==> src/sv/rcnt_pkg.sv <==
// Shared types and constants for the three-channel root counter block.
// Holds the command and result words, the step-unit status and the divider table.
// No dependencies.
package rcnt_pkg;

    // Command word taken on start.
    typedef struct packed {
        logic [1:0]  func;
        logic [31:0] address;
        logic [15:0] wdata;
        logic [7:0]  cycles;
    } t_cmd;

    // Result word shown with the done strobe.
    typedef struct packed {
        logic [15:0] read_data;
        logic [2:0]  irq_request;
    } t_result;

    // Status of one increment from the shared step unit.
    typedef struct packed {
        logic        go;
        logic [15:0] count;
        logic        reached;
        logic        ovf;
        logic        irq;
    } t_step;

    localparam logic [1:0] FUNC_TICK  = 2'd0;
    localparam logic [1:0] FUNC_READ  = 2'd1;
    localparam logic [1:0] FUNC_WRITE = 2'd2;

    localparam logic [1:0] REG_COUNT  = 2'd0;
    localparam logic [1:0] REG_TARGET = 2'd1;
    localparam logic [1:0] REG_MODE   = 2'd2;

    localparam logic [1:0] SRC_SYS    = 2'd0;
    localparam logic [1:0] SRC_DOT    = 2'd1;
    localparam logic [1:0] SRC_HBLANK = 2'd2;
    localparam logic [1:0] SRC_SYS8   = 2'd3;

    localparam logic [31:0] WIN_BASE = 32'h1F80_1100;
    localparam logic [31:0] WIN_END  = 32'h1F80_1130;
    localparam logic [15:0] CNT_MAX  = 16'hFFFF;

    localparam int MODE_W          = 13;
    localparam int ACC_W           = 4;
    localparam int MODE_IRQ_TGT    = 3;
    localparam int MODE_IRQ_OVF    = 4;
    localparam int MODE_REPEAT     = 5;
    localparam int MODE_REACHED    = 7;
    localparam int MODE_OVF_SEEN   = 8;
    localparam int MODE_CLEAR      = 12;

    // Prescale divider for a clock source.
    function automatic logic [ACC_W-1:0] divider_of(input logic [1:0] src);
        logic [ACC_W-1:0] d;
        unique case (src)
            SRC_DOT:  d = 4'd11;
            SRC_SYS8: d = 4'd8;
            default:  d = 4'd1;
        endcase
        return d;
    endfunction

endpackage

==> src/sv/rcnt_step.sv <==
// Shared increment unit: one prescale drain step and the two event checks.
// Depends on rcnt_pkg.
module rcnt_step #(
    parameter int SUM_W = 9
) (
    input  logic [SUM_W-1:0]          i_rem,
    input  logic [15:0]               i_count,
    input  logic [15:0]               i_target,
    input  logic [rcnt_pkg::MODE_W-1:0] i_mode,
    input  logic                      i_reached,
    input  logic                      i_ovf,
    output rcnt_pkg::t_step           o_step,
    output logic [SUM_W-1:0]          o_rem
);
    import rcnt_pkg::*;

    logic [ACC_W-1:0] div;
    logic [15:0]      cnt_inc;
    logic             tgt_hit;
    logic             ovf_hit;

    // Divider compare decides whether another increment is due.
    // Increment and check the target match, then the overflow.
    always_comb begin
        div = divider_of(i_mode[1:0]);
        o_step.go = (i_mode[1:0] != SRC_HBLANK) && (i_rem >= SUM_W'(div));
        o_rem = i_rem - SUM_W'(div);

        cnt_inc = i_count + 16'd1;
        tgt_hit = (cnt_inc == i_target) && (!i_reached || i_mode[MODE_REPEAT]);
        ovf_hit = (cnt_inc == CNT_MAX);
        o_step.count   = cnt_inc;
        o_step.reached = i_reached || tgt_hit;
        o_step.ovf     = i_ovf || ovf_hit;
        o_step.irq     = (tgt_hit && i_mode[MODE_IRQ_TGT]) || (ovf_hit && i_mode[MODE_IRQ_OVF]);
    end

endmodule

==> src/sv/three_channel_root_counter_timers.sv <==
// Top level of the three-channel root counter block: bus register window and tick sequencer.
// Depends on rcnt_pkg and rcnt_step.
//
//  Channel   Handshake            Word
//  -------   ------------------   ------------------------------------------
//  command   start in, busy out   i_cmd: func, address, wdata, cycles
//  result    o_done strobe        o_result: read_data, irq_request
//
// A read, a write or an unused func is answered without the sequencer: the result strobes
// in the next cycle and busy stays low, so a new word may follow at once.
// A tick walks the channels through the shared step unit: per channel a load step, the
// increments while the remainder covers the divider and a closing step that stores the
// remainder (hblank: neither); the result then strobes, and the receiver cannot stall it.
// Reset is synchronous and clears all state but r_rem, r_cyc and the result word.
module three_channel_root_counter_timers #(
    parameter int NUM_TIMERS = 3,
    parameter int CYCLE_BITS = 8
) (
    input  logic              i_clk,
    input  logic              i_rst_n,
    input  logic              start,
    output logic              busy,
    input  rcnt_pkg::t_cmd    i_cmd,
    output logic              o_done,
    output rcnt_pkg::t_result o_result
);
    import rcnt_pkg::*;

    localparam int CB_EFF = (CYCLE_BITS < 8) ? CYCLE_BITS : 8;
    localparam int SUM_W  = ((CB_EFF > ACC_W) ? CB_EFF : ACC_W) + 1;
    localparam int CH_W   = (NUM_TIMERS > 1) ? $clog2(NUM_TIMERS) : 1;
    localparam logic [CH_W-1:0] LAST_CH = CH_W'(NUM_TIMERS - 1);

    localparam logic [1:0] S_IDLE = 2'd0;
    localparam logic [1:0] S_LOAD = 2'd1;
    localparam logic [1:0] S_STEP = 2'd2;

    // Per-channel state.
    logic [15:0]       r_count   [NUM_TIMERS];
    logic [15:0]       r_target  [NUM_TIMERS];
    logic [MODE_W-1:0] r_mode    [NUM_TIMERS];
    logic [ACC_W-1:0]  r_accum   [NUM_TIMERS];
    logic              r_reached [NUM_TIMERS];
    logic              r_ovf     [NUM_TIMERS];

    // Sequencer and tick registers.
    logic [1:0]        r_state;
    logic [1:0]        n_state;
    logic [CH_W-1:0]   r_ch;
    logic [SUM_W-1:0]  r_rem;
    logic [CB_EFF-1:0] r_cyc;
    logic [2:0]        r_irq;
    logic              r_done;
    t_result           r_result;

    logic              accept;
    logic              in_win;
    logic [1:0]        a_ch;
    logic [1:0]        a_reg;
    logic              ch_ok;
    logic [CH_W-1:0]   a_idx;
    logic [15:0]       rd_data;
    logic [2:0]        ch_bit;
    t_step             step;
    logic [SUM_W-1:0]  step_rem;

    assign accept = start && (r_state == S_IDLE);
    assign busy   = (r_state != S_IDLE);
    assign o_done = r_done;
    assign o_result = r_result;

    // Window decode: channel in offset bits 5..4, register in bits 3..2.
    always_comb begin
        in_win = (i_cmd.address >= WIN_BASE) && (i_cmd.address < WIN_END);
        a_ch   = i_cmd.address[5:4];
        a_reg  = i_cmd.address[3:2];
        ch_ok  = in_win && (32'(a_ch) < NUM_TIMERS);
        a_idx  = ch_ok ? a_ch[CH_W-1:0] : '0;
    end

    // Register read mux.
    always_comb begin
        rd_data = '0;
        if (ch_ok && i_cmd.func == FUNC_READ) begin
            unique case (a_reg)
                REG_COUNT:  rd_data = r_count[a_idx];
                REG_TARGET: rd_data = r_target[a_idx];
                REG_MODE:   rd_data = 16'(r_mode[a_idx]);
                default:    rd_data = '0;
            endcase
        end
    end

    assign ch_bit = 3'(1) << r_ch;

    // The one increment unit, shared by all channels in turn.
    rcnt_step #(
        .SUM_W (SUM_W)
    ) u_step (
        .i_rem     (r_rem),
        .i_count   (r_count[r_ch]),
        .i_target  (r_target[r_ch]),
        .i_mode    (r_mode[r_ch]),
        .i_reached (r_reached[r_ch]),
        .i_ovf     (r_ovf[r_ch]),
        .o_step    (step),
        .o_rem     (step_rem)
    );

    // Sequencer next state.
    always_comb begin
        n_state = r_state;
        unique case (r_state)
            S_IDLE: begin
                if (accept && i_cmd.func == FUNC_TICK) n_state = S_LOAD;
            end
            S_LOAD: n_state = S_STEP;
            S_STEP: begin
                if (!step.go) n_state = (r_ch == LAST_CH) ? S_IDLE : S_LOAD;
            end
            default: n_state = S_IDLE;
        endcase
    end

    // State, channel registers and result register.
    always_ff @(posedge i_clk) begin
        if (!i_rst_n) begin
            r_state <= S_IDLE;
            r_done  <= 1'b0;
            r_ch    <= '0;
            r_irq   <= '0;
            for (int i = 0; i < NUM_TIMERS; i++) begin
                r_count[i]   <= '0;
                r_target[i]  <= '0;
                r_mode[i]    <= '0;
                r_accum[i]   <= '0;
                r_reached[i] <= 1'b0;
                r_ovf[i]     <= 1'b0;
            end
        end else begin
            r_state <= n_state;
            r_done  <= 1'b0;
            unique case (r_state)
                S_IDLE: begin
                    if (accept) begin
                        r_ch  <= '0;
                        r_irq <= '0;
                        r_cyc <= i_cmd.cycles[CB_EFF-1:0];
                        if (i_cmd.func != FUNC_TICK) begin
                            r_done <= 1'b1;
                            r_result.read_data   <= rd_data;
                            r_result.irq_request <= '0;
                        end
                        // Register write; mode also loads both flags and may clear.
                        if (ch_ok && i_cmd.func == FUNC_WRITE) begin
                            unique case (a_reg)
                                REG_COUNT:  r_count[a_idx] <= i_cmd.wdata;
                                REG_TARGET: r_target[a_idx] <= i_cmd.wdata;
                                REG_MODE: begin
                                    r_mode[a_idx]    <= i_cmd.wdata[MODE_W-1:0];
                                    r_reached[a_idx] <= i_cmd.wdata[MODE_REACHED];
                                    r_ovf[a_idx]     <= i_cmd.wdata[MODE_OVF_SEEN];
                                    if (i_cmd.wdata[MODE_CLEAR]) begin
                                        r_count[a_idx] <= '0;
                                        r_accum[a_idx] <= '0;
                                    end
                                end
                                default: ;
                            endcase
                        end
                    end
                end
                S_LOAD: begin
                    r_rem <= SUM_W'(r_accum[r_ch]) + SUM_W'(r_cyc);
                end
                S_STEP: begin
                    if (step.go) begin
                        r_rem              <= step_rem;
                        r_count[r_ch]      <= step.count;
                        r_reached[r_ch]    <= step.reached;
                        r_ovf[r_ch]        <= step.ovf;
                        if (step.irq) r_irq <= r_irq | ch_bit;
                    end else begin
                        // Remainder stays as the accumulator; hblank leaves it alone.
                        if (r_mode[r_ch][1:0] != SRC_HBLANK) begin
                            r_accum[r_ch] <= r_rem[ACC_W-1:0];
                        end
                        if (r_ch == LAST_CH) begin
                            r_done <= 1'b1;
                            r_result.read_data   <= '0;
                            r_result.irq_request <= r_irq;
                        end else begin
                            r_ch <= r_ch + CH_W'(1);
                        end
                    end
                end
                default: ;
            endcase
        end
    end

endmodule

==> config.mk <==
export PLATFORM = sky130hd
export DESIGN_NAME = three_channel_root_counter_timers
export DESIGN_NICKNAME = d
export VERILOG_FILES = /design/src/sv/rcnt_pkg.sv /design/src/sv/rcnt_step.sv /design/src/sv/three_channel_root_counter_timers.sv
export SDC_FILE = /design/constraint.sdc
export NUM_CORES = 1
export LEC_CHECK = 0
export ABC_CLOCK_PERIOD_IN_PS = 9360
export BUFFER_PORTS_ARGS = -buffer_cell sky130_fd_sc_hd__buf_2
export CORE_MARGIN = 4
export CORE_UTILIZATION = 26
export CTS_CLUSTER_SIZE = 10
export DETAILED_ROUTE_END_ITERATION = 16
export PLACE_DENSITY_LB_ADDON = 0.1
export SLEW_MARGIN = 10
export SYNTH_ARGS = -nofsm -noshare
export SYNTH_HDL_FRONTEND = slang
export SYNTH_SLANG_ARGS = --single-unit
==> constraint.sdc <==
create_clock -name i_clk -period 9.36 [get_ports i_clk]
set_input_delay 1.872 -clock i_clk [delete_from_list [all_inputs] [get_ports i_clk]]
set_output_delay 1.872 -clock i_clk [all_outputs]
set_load 0.01 [all_outputs]
==> tab_implementation.tex, run 1 <==
\begin{tabular}{lr}
\hline
Metric & Value \\
\hline
\multicolumn{2}{l}{\textbf{Status}} \\
\quad Outcome & finished clean \\
\multicolumn{2}{l}{\textbf{Critical path}} \\
\quad Cell count of the worst reg-to-reg path & 11 \\
\quad Required time of the critical path & 9.55 ns \\
\quad Startpoint type of the worst setup path & flop \\
\quad Arrival time of the worst setup path & roughly 6.6 ns \\
\quad Critical Path Fanout Max & 27 \\
\quad CP Capture Type & flop \\
\quad Crit Path Class & flop to flop \\
\quad Setup slack of the most critical reg-to-reg path & 2.99 ns \\
\multicolumn{2}{l}{\textbf{Floorplanning}} \\
\quad Total die area & around 53000 um2 \\
\quad Number of rows in the core area & 81 \\
\quad Number of ports placed on the die boundary & slightly above 80 \\
\quad Initial Util & about a quarter \\
\quad Die span in x & about 230 um \\
\quad Height of the chip & 230 um \\
\quad Core area & 48800 um2 \\
\multicolumn{2}{l}{\textbf{Job}} \\
\quad Number of max-cap violations & 0 \\
\multicolumn{2}{l}{\textbf{STA}} \\
\quad Max-slew headroom at the worst pin & 26.6\% \\
\quad Achievable frequency & between 150 and 200 MHz \\
\quad RSZ-0062 raised after global routing & false \\
\quad Share of the clock period used by the worst path & between 60\% and 70\% \\
\quad Final setup violation count & 0 \\
\quad Max-slew violations & 0 \\
\quad Total negative slack for setup checks & 0 ns \\
\quad Total count of hold-check failures in the final report & 0 \\
\quad Worst Hold Margin & 0.455 ns \\
\quad Clock Skew & 0.00998 ns \\
\quad Transition time at the pin with the least slew margin & $\sim$1.1 ns \\
\quad Clock period minus worst slack & between 6 and 7 ns \\
\multicolumn{2}{l}{\textbf{Min path}} \\
\quad Number of cells on the worst hold path & 2 \\
\quad Path type of the worst min-delay path & flop to flop \\
\multicolumn{2}{l}{\textbf{CTS}} \\
\quad Bufs on Longest Clock Path & 3 \\
\quad H-Tree Depth & 1 \\
\quad CTS resizes & 0 \\
\quad Setup repair bufs after CTS & 0 \\
\quad Library cell used as clock root buffer & sky130\_fd\_sc\_hd\_\_clkbuf\_16 \\
\quad Clock insertion delay at the later pin of the skew report & between 0.5 and 0.6 ns \\
\quad Inserted Clock Buffers & 30 \\
\quad CTS tree & done \\
\quad Clk pin slew, worst setup/hold paths & approximately 0.06 ns \\
\quad Clock Sinks & between 200 and 250 \\
\quad Hold buffers post-CTS & 0 \\
\multicolumn{2}{l}{\textbf{Route}} \\
\quad Detailed-route via count & 8689 \\
\quad First-pass iteration count of the detailed router & 5 \\
\quad Total wire length after detailed routing & about 42000 um \\
\quad Initial detailed-routing violation count & a little under 700 \\
\quad Residual antenna-violating net count after detailed routing & 0 \\
\quad Post-route DRC violation count & 0 \\
\quad Wire length per cell after detailed routing & roughly 23 um \\
\quad DR vias/cell & between 4 and 5 \\
\multicolumn{2}{l}{\textbf{Power}} \\
\quad Reg power frac & 48.5\% \\
\quad Share of total power in the clock network & 44.5\% \\
\quad PwrDens & approximately 170 nW/um2 \\
\quad Peak VDD IR & 0.140 mV \\
\quad Pleak & 0.00526 uW \\
\quad Portion of total power attributed to combinational logic & around 7\% \\
\quad Sw Share & a little under a quarter \\
\quad Total design power & $\sim$2600 uW \\
\quad Design internal power & about 2000 uW \\
\quad Reported net switching power & 601 uW \\
\multicolumn{2}{l}{\textbf{Logic synthesis}} \\
\quad Cell types with the largest area share after synthesis & sky130\_fd\_sc\_hd\_\_edfxtp\_1, sky130\_fd\_sc\_hd\_\_mux4\_2, sky130\_fd\_sc\_hd\_\_nor2\_1 \\
\quad Number of warnings issued by yosys & 0 \\
\quad Most instantiated flip-flop cell in the synthesis netlist & sky130\_fd\_sc\_hd\_\_edfxtp\_1 \\
\quad Post-synth design cell area & $\sim$13000 um2 \\
\quad Average footprint of a synthesized cell & between 10 and 15 um2 \\
\quad Yosys reg bits & around 240 \\
\quad Fraction of the yosys area taken by sequential cells & a little under three fifths \\
\quad Yosys cell types & 74 \\
\quad Area share of the largest cell type after synthesis & 53.3\% \\
\quad Count of mapped cells out of synthesis & between 1000 and 1500 \\
\quad Share of synthesized registers carrying an async set or reset & 0\% \\
\quad Number of enable-type register cells in the synthesized netlist & between 200 and 250 \\
\quad Largest area contributor in the synthesized netlist & sky130\_fd\_sc\_hd\_\_edfxtp\_1 \\
\multicolumn{2}{l}{\textbf{Global routing}} \\
\quad First-pass GRT wire length & between 60000 and 70000 um \\
\quad Overflow left after global routing & 0 \\
\quad Antenna violations before repair & 2 \\
\quad Total GRT Usage & around 16\% \\
\quad Pin count of the biggest net entering global routing & 40 \\
\quad Via count of the first global-routing pass & 8834 \\
\multicolumn{2}{l}{\textbf{Layout}} \\
\quad Number of nets in the final layout & approximately 1200 \\
\quad Leading cell types in the layout, fill and taps excluded & sky130\_fd\_sc\_hd\_\_edfxtp\_1, sky130\_fd\_sc\_hd\_\_nor2\_1, sky130\_fd\_sc\_hd\_\_buf\_2, sky130\_fd\_sc\_hd\_\_nand2\_1, sky130\_fd\_sc\_hd\_\_and2\_1 \\
\quad Area growth from synthesis to final layout & 16.7\% \\
\quad Fraction of final layout cells sized beyond drive strength 1 & between 10\% and 20\% \\
\quad Post-layout instance count excluding filler cells & between 1500 and 2000 \\
\quad Most common cell after layout, fill and taps aside & sky130\_fd\_sc\_hd\_\_edfxtp\_1 \\
\multicolumn{2}{l}{\textbf{Placed design}} \\
\quad Post-DP HPWL & between 20000 and 30000 um \\
\quad Routability congestion estimate & about 0.8 \\
\quad Buffers added on ports & 79 \\
\quad Placed cells & about 1800 \\
\hline
\end{tabular}
## state kept, by name (all words and copies together), names as in the netlist, named ones only
| register | count |
|---|---|
| o_done | 1 |
| o_result | 19 |
| r_accum | 16 |
| r_ch | 2 |
| r_count | 64 |
| r_cyc | 8 |
| r_irq | 3 |
| r_mode | 47 |
| r_reached | 4 |
| r_rem | 9 |
| r_state | 2 |
| r_target | 64 |
## final timing paths
path | from | end
setup / recovery | flop | r_count[1][8]$_SDFFCE_PN0P_
hold reg to reg | r_irq[2]$_SDFFE_PN0P_ | r_irq[2]$_SDFFE_PN0P_
setup reg to reg | flop | r_count[1][8]$_SDFFCE_PN0P_
hold / removal | r_irq[2]$_SDFFE_PN0P_ | r_irq[2]$_SDFFE_PN0P_
## power groups by stage
stage | Clock, uW | Combinational, uW | Sequential (uW)
after CTS | 1170 | 184 | 1240
after global placement | 0 | 182 | 1260
final | 1140 | 180 | 1240
after global routing | 1210 | 197 | 1250
after detailed placement | 0 | 183 | 1260
after floorplan | 0 | 105 | 1260
## cell type report
type                       count  area [um2]
fill                        5114       33900
sequential                   241        7110
multi-input combinational    718        5380
clock buffer                  44         845
tap                          664         831
timing repair buffer         103         576
inverter                      40         150
clock inverter                 6        78.8
antenna                        1        2.50
## worst max-delay path, stage by stage (launching register included)
cell                       delay (ns)
sky130_fd_sc_hd__dfxtp_4         0.73
sky130_fd_sc_hd__mux4_1          0.70
sky130_fd_sc_hd__nand2b_1        0.20
sky130_fd_sc_hd__ha_1            0.29
sky130_fd_sc_hd__nor2b_1         0.14
sky130_fd_sc_hd__o31ai_1         0.59
sky130_fd_sc_hd__a31oi_4         0.32
sky130_fd_sc_hd__nand3_1         0.48
sky130_fd_sc_hd__nor2_1          0.11
sky130_fd_sc_hd__a21oi_1         0.58
sky130_fd_sc_hd__nand2_1         0.72
sky130_fd_sc_hd__nand2_1         1.07
## synthesized netlist by cell type, types with 3 or more instances
library cell / count
sky130_fd_sc_hd__edfxtp_1: 228
sky130_fd_sc_hd__nor2_1: 123
sky130_fd_sc_hd__nand2_1: 70
sky130_fd_sc_hd__and2_1: 67
sky130_fd_sc_hd__clkbuf_1: 46
sky130_fd_sc_hd__mux4_2: 41
sky130_fd_sc_hd__inv_1: 40
sky130_fd_sc_hd__a21oi_1: 32
sky130_fd_sc_hd__o211ai_1: 30
sky130_fd_sc_hd__mux2i_1: 26
sky130_fd_sc_hd__nand3_1: 25
sky130_fd_sc_hd__nor3_1: 23
sky130_fd_sc_hd__o21ai_0: 23
sky130_fd_sc_hd__a31oi_1: 18
sky130_fd_sc_hd__xnor2_1: 17
sky130_fd_sc_hd__and3_1: 15
sky130_fd_sc_hd__xor2_1: 15
sky130_fd_sc_hd__nand2b_1: 14
sky130_fd_sc_hd__a221o_1: 13
sky130_fd_sc_hd__dfxtp_1: 13
sky130_fd_sc_hd__mux2_2: 13
sky130_fd_sc_hd__ha_1: 12
sky130_fd_sc_hd__nand4_1: 10
sky130_fd_sc_hd__nor2b_1: 10
sky130_fd_sc_hd__nor4_1: 10
sky130_fd_sc_hd__buf_2: 9
sky130_fd_sc_hd__a22oi_1: 7
sky130_fd_sc_hd__xnor3_1: 7
sky130_fd_sc_hd__a22o_1: 5
sky130_fd_sc_hd__mux4_1: 5
sky130_fd_sc_hd__buf_1: 4
sky130_fd_sc_hd__buf_6: 4
sky130_fd_sc_hd__nor4b_1: 4
sky130_fd_sc_hd__or3_1: 4
sky130_fd_sc_hd__a211o_1: 3
sky130_fd_sc_hd__a221oi_1: 3
sky130_fd_sc_hd__a311oi_1: 3
sky130_fd_sc_hd__and4b_1: 3
sky130_fd_sc_hd__buf_4: 3
sky130_fd_sc_hd__nor3b_1: 3
sky130_fd_sc_hd__or4_1: 3
## cell families after synthesis
group                    after synthesis  synth area share (%)
AND/OR/NAND/NOR                      397                  15.7
flip-flops                           241                  55.4
AO/OA/AOI/OAI                        157                  8.62
buffers and inverters                107                  3.67
multiplexers                          85                  11.4
XOR/XNOR                              41                  3.72
adder cells (fa/ha/maj)               14                  1.48
other                                  1                0.0292
## metal layers
metal,vias up,wire length (um),share of wire (%),GRT usage [%]
met2,219,19700,47,25.9
met3,68,1860,4.4,2.25
li1,4099,-,-,-
met4,0,1340,3.2,4.63
met5,-,0,0,0
met1,4303,19200,46,21.5
## through the flow
step | setup WS, ns | utilization (%) | area (um2)
final | 2.99 | 30.6 | 15000
after global routing | 2.40 | 30.6 | 15000
after CTS | 2.91 | 30.6 | 15000
after detailed placement | 2.92 | 28.8 | 14000
after global placement | 3.08 | 28.8 | 14000
after floorplan | 4.42 | - | 12900
No activity file was read; power rests on OpenSTA's default activity.
==> inputs of run 2 (changes only) <==
--- a/config.mk
+++ b/config.mk
@@ -5,7 +5,7 @@
 export SDC_FILE = /design/constraint.sdc
 export NUM_CORES = 1
 export LEC_CHECK = 0
-export ABC_CLOCK_PERIOD_IN_PS = 9360
+export ABC_CLOCK_PERIOD_IN_PS = 5810
 export BUFFER_PORTS_ARGS = -buffer_cell sky130_fd_sc_hd__buf_2
 export CORE_MARGIN = 4
 export CORE_UTILIZATION = 26
==> constraint.sdc (replaced) <==
create_clock -name i_clk -period 5.81 [get_ports i_clk]
set_input_delay 1.162 -clock i_clk [delete_from_list [all_inputs] [get_ports i_clk]]
set_output_delay 1.162 -clock i_clk [all_outputs]
set_load 0.01 [all_outputs]
==> tab_implementation.tex, run 2 (same netlist as run 1, synthesis figures left out) <==
\begin{tabular}{lr}
\hline
Metric & Value \\
\hline
\multicolumn{2}{l}{\textbf{Status}} \\
\quad Outcome & finished clean \\
\multicolumn{2}{l}{\textbf{Floorplanning}} \\
\quad Total die area & 53000 um2 (unchanged) \\
\quad Height of the chip & 230 um (unchanged) \\
\quad Number of rows in the core area & 81 (unchanged) \\
\quad Core area & 48800 um2 (unchanged) \\
\quad Die span in x & 230 um (unchanged) \\
\quad Initial Util & 26.3\% (unchanged) \\
\quad Number of ports placed on the die boundary & 82 (unchanged) \\
\multicolumn{2}{l}{\textbf{Layout}} \\
\quad Antenna diode instance count & 0 (-1) \\
\quad Sequential cell area & 7110 um2 (unchanged) \\
\quad Area growth from synthesis to final layout & 17.6\% \\
\quad Registers with the highest flip-flop counts & r\_count x64, r\_target x64, r\_mode x47 \\
\quad Number of nets in the final layout & 1225 (+1.3\%) \\
\quad Fraction of final layout cells sized beyond drive strength 1 & 19.6\% (+0.77 points) \\
\quad Most common cell after layout, fill and taps aside & sky130\_fd\_sc\_hd\_\_edfxtp\_1 \\
\quad Post-layout util & 30.9\% (+0.24 points) \\
\quad Fill cell instance count of the final layout & 5085 (-0.57\%) \\
\quad Multi-input gate area & 5370 um2 (-0.19\%) \\
\quad Leading cell types in the layout, fill and taps excluded & sky130\_fd\_sc\_hd\_\_edfxtp\_1, sky130\_fd\_sc\_hd\_\_nor2\_1, sky130\_fd\_sc\_hd\_\_buf\_2, sky130\_fd\_sc\_hd\_\_nand2\_1, sky130\_fd\_sc\_hd\_\_and2\_1 \\
\multicolumn{2}{l}{\textbf{Critical path}} \\
\quad CP Capture Type & flop \\
\quad Required time of the critical path & 6.06 ns (-3.49 ns) \\
\quad End of the worst register-to-register path & r\_count[0][1]\$\_SDFFCE\_PN0P\_ \\
\quad Cell count of the worst reg-to-reg path & 12 (+1) \\
\quad Crit Path Class & flop to flop \\
\quad Setup slack of the most critical reg-to-reg path & 0.97 ns (-2.01 ns) \\
\quad Arrival time of the worst setup path & 5.09 ns (-1.47 ns) \\
\quad Startpoint type of the worst setup path & flop \\
\quad Critical Path Fanout Max & 14 (-48\%) \\
\multicolumn{2}{l}{\textbf{Placed design}} \\
\quad Buffers added on ports & 79 (unchanged) \\
\quad DP Worst Slack & 0.923 ns (-2.00 ns) \\
\quad Routability congestion estimate & 0.792 (-2.5\%) \\
\quad Post-DP HPWL & 29300 um (+4.0\%) \\
\multicolumn{2}{l}{\textbf{CTS}} \\
\quad CTS resizes & 0 (unchanged) \\
\quad Setup repair bufs after CTS & 0 (unchanged) \\
\quad Clk pin slew, worst setup/hold paths & 0.06 ns (about the same) \\
\quad CTS tree & done \\
\quad Inserted Clock Buffers & 31 (+3.3\%) \\
\quad Library cell used as clock root buffer & sky130\_fd\_sc\_hd\_\_clkbuf\_16 \\
\quad Clock Sinks & 241 (unchanged) \\
\quad Bufs on Longest Clock Path & 3 (unchanged) \\
\quad H-Tree Depth & 1 (unchanged) \\
\quad Clock insertion delay at the later pin of the skew report & 0.57 ns (about the same) \\
\quad Hold buffers post-CTS & 0 (unchanged) \\
\multicolumn{2}{l}{\textbf{Global routing}} \\
\quad Via count of the first global-routing pass & 8981 (+1.7\%) \\
\quad First-pass GRT wire length & 62200 um (+0.85\%) \\
\quad Overflow left after global routing & 0 (unchanged) \\
\quad Antenna violations before repair & 2 (unchanged) \\
\quad Pin count of the biggest net entering global routing & 43 (+7.5\%) \\
\quad Total GRT Usage & 15.8\% (+0.072 points) \\
\multicolumn{2}{l}{\textbf{STA}} \\
\quad Clock period minus worst slack & 4.84 ns (-1.54 ns) \\
\quad Max-slew headroom at the worst pin & 28.0\% (+1.4 points) \\
\quad Share of the clock period used by the worst path & 83.2\% (+15 points) \\
\quad Transition time at the pin with the least slew margin & 1.08 ns (-0.0182 ns) \\
\quad Achievable frequency & 207 MHz (+32\%) \\
\quad Total negative slack for setup checks & 0 ns (unchanged) \\
\quad Total count of hold-check failures in the final report & 0 (unchanged) \\
\quad Clock Skew & 0.0188 ns (+0.00881 ns) \\
\quad Final setup violation count & 0 (unchanged) \\
\quad Max-slew violations & 0 (unchanged) \\
\quad Worst Hold Margin & 0.459 ns (+0.00340 ns) \\
\quad RSZ-0062 raised after global routing & false \\
\quad Setup slack of the critical path after layout & 0.974 ns (-2.01 ns) \\
\multicolumn{2}{l}{\textbf{Route}} \\
\quad Total wire length after detailed routing & 42600 um (+1.1\%) \\
\quad Wire length per cell after detailed routing & 23.2 um (+0.31\%) \\
\quad Initial detailed-routing violation count & 622 (-9.6\%) \\
\quad Residual antenna-violating net count after detailed routing & 0 (unchanged) \\
\quad Detailed-route via count & 8884 (+2.2\%) \\
\quad First-pass iteration count of the detailed router & 5 (unchanged) \\
\quad Post-route DRC violation count & 0 (unchanged) \\
\quad DR vias/cell & 4.85 (+1.4\%) \\
\multicolumn{2}{l}{\textbf{Power}} \\
\quad Pleak & 0.00534 uW (+1.4\%) \\
\quad PwrDens & 275 nW/um2 (+60\%) \\
\quad Total design power & 4140 uW (+62\%) \\
\quad Peak VDD IR & 0.202 mV (+44\%) \\
\multicolumn{2}{l}{\textbf{Min path}} \\
\quad Number of cells on the worst hold path & 2 (unchanged) \\
\quad Path type of the worst min-delay path & flop to flop \\
\quad Hold endpoint & r\_irq[2]\$\_SDFFE\_PN0P\_ \\
\quad Hold wc startpoint & r\_irq[2]\$\_SDFFE\_PN0P\_ \\
\multicolumn{2}{l}{\textbf{Job}} \\
\quad Number of max-cap violations & 0 (unchanged) \\
\hline
\end{tabular}
## run 2: cell count changes in the layout (fill, tap and decap cells not counted), moves of 2 or more
cell,delta
sky130_fd_sc_hd__clkbuf_1,-2
sky130_fd_sc_hd__clkinv_1,+4
sky130_fd_sc_hd__clkbuf_8,-2
sky130_fd_sc_hd__buf_4,+15
sky130_fd_sc_hd__nor2_1,+2
sky130_fd_sc_hd__clkinv_2,-2
## run 2: routing by layer
metal  GRT usage [%]  share of wire (%)  vias up
li1                -                  -     4123
met1            21.1                 45     4482
met2            26.9                 48      230
met3            2.82                5.0       49
met4            3.29                2.1        0
met5               0                  0        -
## run 2: report_power, final
group	total (uW)	internal (uW)	switching, uW
clock	1850	1100	750
combinational	293	110	183
sequential	2000	1970	30.4
## run 2: worst max path at each step
stage / endpoint / slack (ns) / depth (start not counted)
2_1_floorplan: r_target[0][0]$_SDFFCE_PN0P_ / 1.58 / 8
3_3_place_gp: r_irq[0]$_SDFFE_PN0P_ / 0.89 / 12
3_5_place_dp: r_count[0][5]$_SDFFCE_PN0P_ / 0.92 / 12
4_1_cts: r_count[0][1]$_SDFFCE_PN0P_ / 0.90 / 12
5_1_grt: r_count[0][1]$_SDFFCE_PN0P_ / 0.56 / 12
6_report: r_count[0][1]$_SDFFCE_PN0P_ / 0.97 / 12
## run 2: final cells by class
| type | count | share of cell area (%) |
|---|---|---|
| multi-input cells | 718 | 35.6 |
| clock buffers | 40 | 5.37 |
| flip-flops and latches | 241 | 47.1 |
| clock inverters | 11 | 0.862 |
| inverters | 40 | 0.995 |
| well taps | 664 | 5.51 |
| repair buffers | 118 | 4.56 |
## run 2: through the flow
stage / instances / instance area, um2
after detailed placement: 1781 / 14100
after global routing: 1832 / 15100
after CTS: 1832 / 15100
after floorplan: 1066 / 12900
final: 1832 / 15100
after global placement: 1781 / 14100
## run 2: worst max-delay path, stage by stage, from the launching register on
cell                       delay (ns)
sky130_fd_sc_hd__dfxtp_4         0.55
sky130_fd_sc_hd__mux4_1          0.66
sky130_fd_sc_hd__nand2b_1        0.20
sky130_fd_sc_hd__ha_1            0.30
sky130_fd_sc_hd__nor2b_1         0.14
sky130_fd_sc_hd__o31ai_1         0.55
sky130_fd_sc_hd__a31oi_4         0.31
sky130_fd_sc_hd__nand3_1         0.21
sky130_fd_sc_hd__nor2_1          0.07
sky130_fd_sc_hd__a21oi_1         0.58
sky130_fd_sc_hd__nand2b_1        0.16
sky130_fd_sc_hd__nand2_1         0.46
sky130_fd_sc_hd__buf_4           0.33
==> inputs of run 3 (changes only) <==
--- a/config.mk
+++ b/config.mk
@@ -5,7 +5,7 @@
 export SDC_FILE = /design/constraint.sdc
 export NUM_CORES = 1
 export LEC_CHECK = 0
-export ABC_CLOCK_PERIOD_IN_PS = 5810
+export ABC_CLOCK_PERIOD_IN_PS = 3900
 export BUFFER_PORTS_ARGS = -buffer_cell sky130_fd_sc_hd__buf_2
 export CORE_MARGIN = 4
 export CORE_UTILIZATION = 26
==> constraint.sdc (replaced) <==
create_clock -name i_clk -period 3.9 [get_ports i_clk]
set_input_delay 0.78 -clock i_clk [delete_from_list [all_inputs] [get_ports i_clk]]
set_output_delay 0.78 -clock i_clk [all_outputs]
set_load 0.01 [all_outputs]
==> tab_implementation.tex, run 3 (same netlist as run 1, synthesis figures left out) <==
\begin{tabular}{lr}
\hline
Metric & Value \\
\hline
\multicolumn{2}{l}{\textbf{Power}} \\
\quad Pleak & 0.00574 uW (+7.6\%) \\
\quad Reported net switching power & 1450 uW (+51\%) \\
\quad PwrDens & 383 nW/um2 (+39\%) \\
\quad Reg power frac & 49.3\% (+1.0 points) \\
\quad Share of total power in the clock network & 42.7\% (-1.9 points) \\
\quad Peak VDD IR & 0.328 mV (+63\%) \\
\quad Design internal power & 4590 uW (+44\%) \\
\quad Portion of total power attributed to combinational logic & 8.0\% (+0.9 points) \\
\quad Sw Share & 24.0\% (+0.79 points) \\
\multicolumn{2}{l}{\textbf{Critical path}} \\
\quad Cell count of the worst reg-to-reg path & 14 (+2) \\
\quad Setup slack of the most critical reg-to-reg path & 0.24 ns (-0.73 ns) \\
\quad Crit Path Class & flop to flop \\
\quad Critical Path Fanout Max & 8 (-6) \\
\quad Critical path capture point & r\_irq[0]\$\_SDFFE\_PN0P\_ \\
\quad End of the worst register-to-register path & r\_irq[0]\$\_SDFFE\_PN0P\_ \\
\quad Required time of the critical path & 4.40 ns (-1.66 ns) \\
\quad CP Capture Type & flop \\
\quad Startpoint type of the worst setup path & flop \\
\quad Arrival time of the worst setup path & 4.16 ns (-0.93 ns) \\
\multicolumn{2}{l}{\textbf{Layout}} \\
\quad Leading cell types in the layout, fill and taps excluded & sky130\_fd\_sc\_hd\_\_edfxtp\_1, sky130\_fd\_sc\_hd\_\_nor2\_1, sky130\_fd\_sc\_hd\_\_buf\_4, sky130\_fd\_sc\_hd\_\_buf\_2, sky130\_fd\_sc\_hd\_\_nand2\_1 \\
\quad Area growth from synthesis to final layout & 23.0\% \\
\quad Sequential cell area & 7110 um2 (unchanged) \\
\quad Number of nets in the final layout & 1303 (+6.4\%) \\
\quad Fraction of final layout cells sized beyond drive strength 1 & 25.2\% (+5.6 points) \\
\quad Antenna diode instance count & 0 (unchanged) \\
\quad Most common cell after layout, fill and taps aside & sky130\_fd\_sc\_hd\_\_edfxtp\_1 \\
\quad Final instance area & 15800 um2 (+4.6\%) \\
\quad Multi-input gate area & 5410 um2 (+0.77\%) \\
\quad Fill cell instance count of the final layout & 5053 (-0.63\%) \\
\quad Registers with the highest flip-flop counts & r\_count x64, r\_target x64, r\_mode x47 \\
\multicolumn{2}{l}{\textbf{CTS}} \\
\quad Bufs on Longest Clock Path & 3 (unchanged) \\
\quad Clk pin slew, worst setup/hold paths & 0.06 ns (about the same) \\
\quad H-Tree Depth & 1 (unchanged) \\
\quad Inserted Clock Buffers & 30 (-3.2\%) \\
\quad CTS tree & done \\
\quad Clock Sinks & 241 (unchanged) \\
\quad Library cell used as clock root buffer & sky130\_fd\_sc\_hd\_\_clkbuf\_16 \\
\quad Hold buffers post-CTS & 0 (unchanged) \\
\quad Clock insertion delay at the later pin of the skew report & 0.58 ns (about the same) \\
\multicolumn{2}{l}{\textbf{STA}} \\
\quad Total count of hold-check failures in the final report & 0 (unchanged) \\
\quad Share of the clock period used by the worst path & 93.7\% (+10 points) \\
\quad Max-slew headroom at the worst pin & 45.3\% (+17 points) \\
\quad Clock period minus worst slack & 3.66 ns (-1.18 ns) \\
\quad Max-slew violations & 0 (unchanged) \\
\quad Worst Hold Margin & 0.382 ns (-0.0766 ns) \\
\quad Final setup violation count & 0 (unchanged) \\
\quad Achievable frequency & 274 MHz (+32\%) \\
\quad Clock Skew & 0.0164 ns (-0.00240 ns) \\
\quad Transition time at the pin with the least slew margin & 0.818 ns (-0.262 ns) \\
\multicolumn{2}{l}{\textbf{Placed design}} \\
\quad Post-DP HPWL & 30800 um (+5.2\%) \\
\quad Routability congestion estimate & 0.812 (+2.5\%) \\
\quad Post-place instance area & 14900 um2 (+5.2\%) \\
\quad Buffers added on ports & 79 (unchanged) \\
\multicolumn{2}{l}{\textbf{Global routing}} \\
\quad Via count of the first global-routing pass & 9338 (+4.0\%) \\
\quad Overflow left after global routing & 0 (unchanged) \\
\quad Pin count of the biggest net entering global routing & 37 (-14\%) \\
\quad Total GRT Usage & 16.3\% (+0.55 points) \\
\quad First-pass GRT wire length & 64300 um (+3.3\%) \\
\quad Antenna violations before repair & 2 (unchanged) \\
\multicolumn{2}{l}{\textbf{Route}} \\
\quad Residual antenna-violating net count after detailed routing & 0 (unchanged) \\
\quad Total wire length after detailed routing & 44000 um (+3.3\%) \\
\quad Post-route DRC violation count & 0 (unchanged) \\
\quad Wire length per cell after detailed routing & 23.0 um (-0.86\%) \\
\quad DR vias/cell & 4.80 (-0.96\%) \\
\quad First-pass iteration count of the detailed router & 5 (unchanged) \\
\quad Initial detailed-routing violation count & 732 (+18\%) \\
\quad Detailed-route via count & 9164 (+3.2\%) \\
\multicolumn{2}{l}{\textbf{Floorplanning}} \\
\quad Initial Util & 26.3\% (unchanged) \\
\quad Height of the chip & 230 um (unchanged) \\
\quad Number of ports placed on the die boundary & 82 (unchanged) \\
\quad Number of rows in the core area & 81 (unchanged) \\
\quad Total die area & 53000 um2 (unchanged) \\
\quad Die span in x & 230 um (unchanged) \\
\quad Core area & 48800 um2 (unchanged) \\
\multicolumn{2}{l}{\textbf{Status}} \\
\quad Outcome & finished clean \\
\multicolumn{2}{l}{\textbf{Job}} \\
\quad Number of max-cap violations & 0 (unchanged) \\
\multicolumn{2}{l}{\textbf{Min path}} \\
\quad Path type of the worst min-delay path & input port to flop \\
\hline
\end{tabular}
==> run 3: changes by cell type in the layout (fill, tap and decap cells not counted), moves of 2 or more <==
cell,delta
sky130_fd_sc_hd__buf_12,+11
sky130_fd_sc_hd__buf_4,+67
sky130_fd_sc_hd__bufinv_16,-2
sky130_fd_sc_hd__nand2_1,-3
sky130_fd_sc_hd__nand2_2,+2
sky130_fd_sc_hd__nor4_1,-2
==> run 3: worst max-delay path, stage by stage (launching register included) <==
cell and delay, ns:
sky130_fd_sc_hd__dfxtp_4 0.40, sky130_fd_sc_hd__buf_12 0.17, sky130_fd_sc_hd__mux4_1 0.44, sky130_fd_sc_hd__ha_1 0.27, sky130_fd_sc_hd__nand2_1 0.07, sky130_fd_sc_hd__o22a_2 0.29
sky130_fd_sc_hd__buf_4 0.15, sky130_fd_sc_hd__or3_1 0.39, sky130_fd_sc_hd__nor3_1 0.18, sky130_fd_sc_hd__o211ai_1 0.21, sky130_fd_sc_hd__buf_4 0.21, sky130_fd_sc_hd__nor4_4 0.38
sky130_fd_sc_hd__buf_4 0.19, sky130_fd_sc_hd__o21ai_0 0.08, sky130_fd_sc_hd__a21oi_1 0.14
==> run 3: metrics by stage <==
step           worst slack (ns)  utilization [%]  std cells  total power (uW)  TNS (ns)
5_1_grt                 -0.0190             32.3       1908              6280   -0.0190
3_5_place_dp             -0.177             30.5       1858              3520    -0.506
4_1_cts                  0.0190             32.2       1906              6120         0
6_report                  0.245             32.3       1908              6040         0
2_1_floorplan            0.0249                -       1066              3280         0
3_3_place_gp             -0.191             30.5       1858              3520    -0.554
==> run 3: how the worst min path moves through the flow <==
stage	startpoint	end	slack (ns)	cells past startpoint
final	i_cmd[3]	r_cyc[3]$_DFFE_PP_	0.38	1
after CTS	i_cmd[3]	r_cyc[3]$_DFFE_PP_	0.35	1
after detailed placement	r_irq[2]$_SDFFE_PN0P_	r_irq[2]$_SDFFE_PN0P_	0.45	2
after global placement	r_irq[2]$_SDFFE_PN0P_	r_irq[2]$_SDFFE_PN0P_	0.45	2
after global routing	i_cmd[3]	r_cyc[3]$_DFFE_PP_	0.36	1
after floorplan	r_irq[0]$_SDFFE_PN0P_	r_irq[0]$_SDFFE_PN0P_	0.43	2
==> run 3: routing by layer <==
metal  GRT usage [%]  routed length [um]  share of wire, %  vias to the layer above
li1                -                   -                 -                     4275
met1            22.5               20300                46                     4630
met2            26.9               20600                47                      202
met3            2.45                1810               4.1                       55
met4            4.44                1280               2.9                        2
met5               0                  13             0.030                        -
==> run 3: area by class of cell <==
type                    count  area share [%]
flip-flops and latches    241            45.1
multi-input cells         718            34.3
repair buffers            197            9.01
well taps                 664            5.26
clock buffers              39            4.97
inverters                  40           0.951
clock inverters             9           0.476
==> run 3: power by group through the flow <==
stage / logic, uW / clock network, uW / registers [uW]
after global routing: 525 / 2760 / 2990
after CTS: 491 / 2650 / 2980
after floorplan: 253 / 0 / 3020
after detailed placement: 488 / 0 / 3030
final: 484 / 2580 / 2980
after global placement: 486 / 0 / 3030
==> run 3: repair_timing <==
item	4_1_cts	5_1_grt
pin swaps	0	1
buffers inserted	0	2
setup endpoints to repair	3	41
resized for setup	1	8
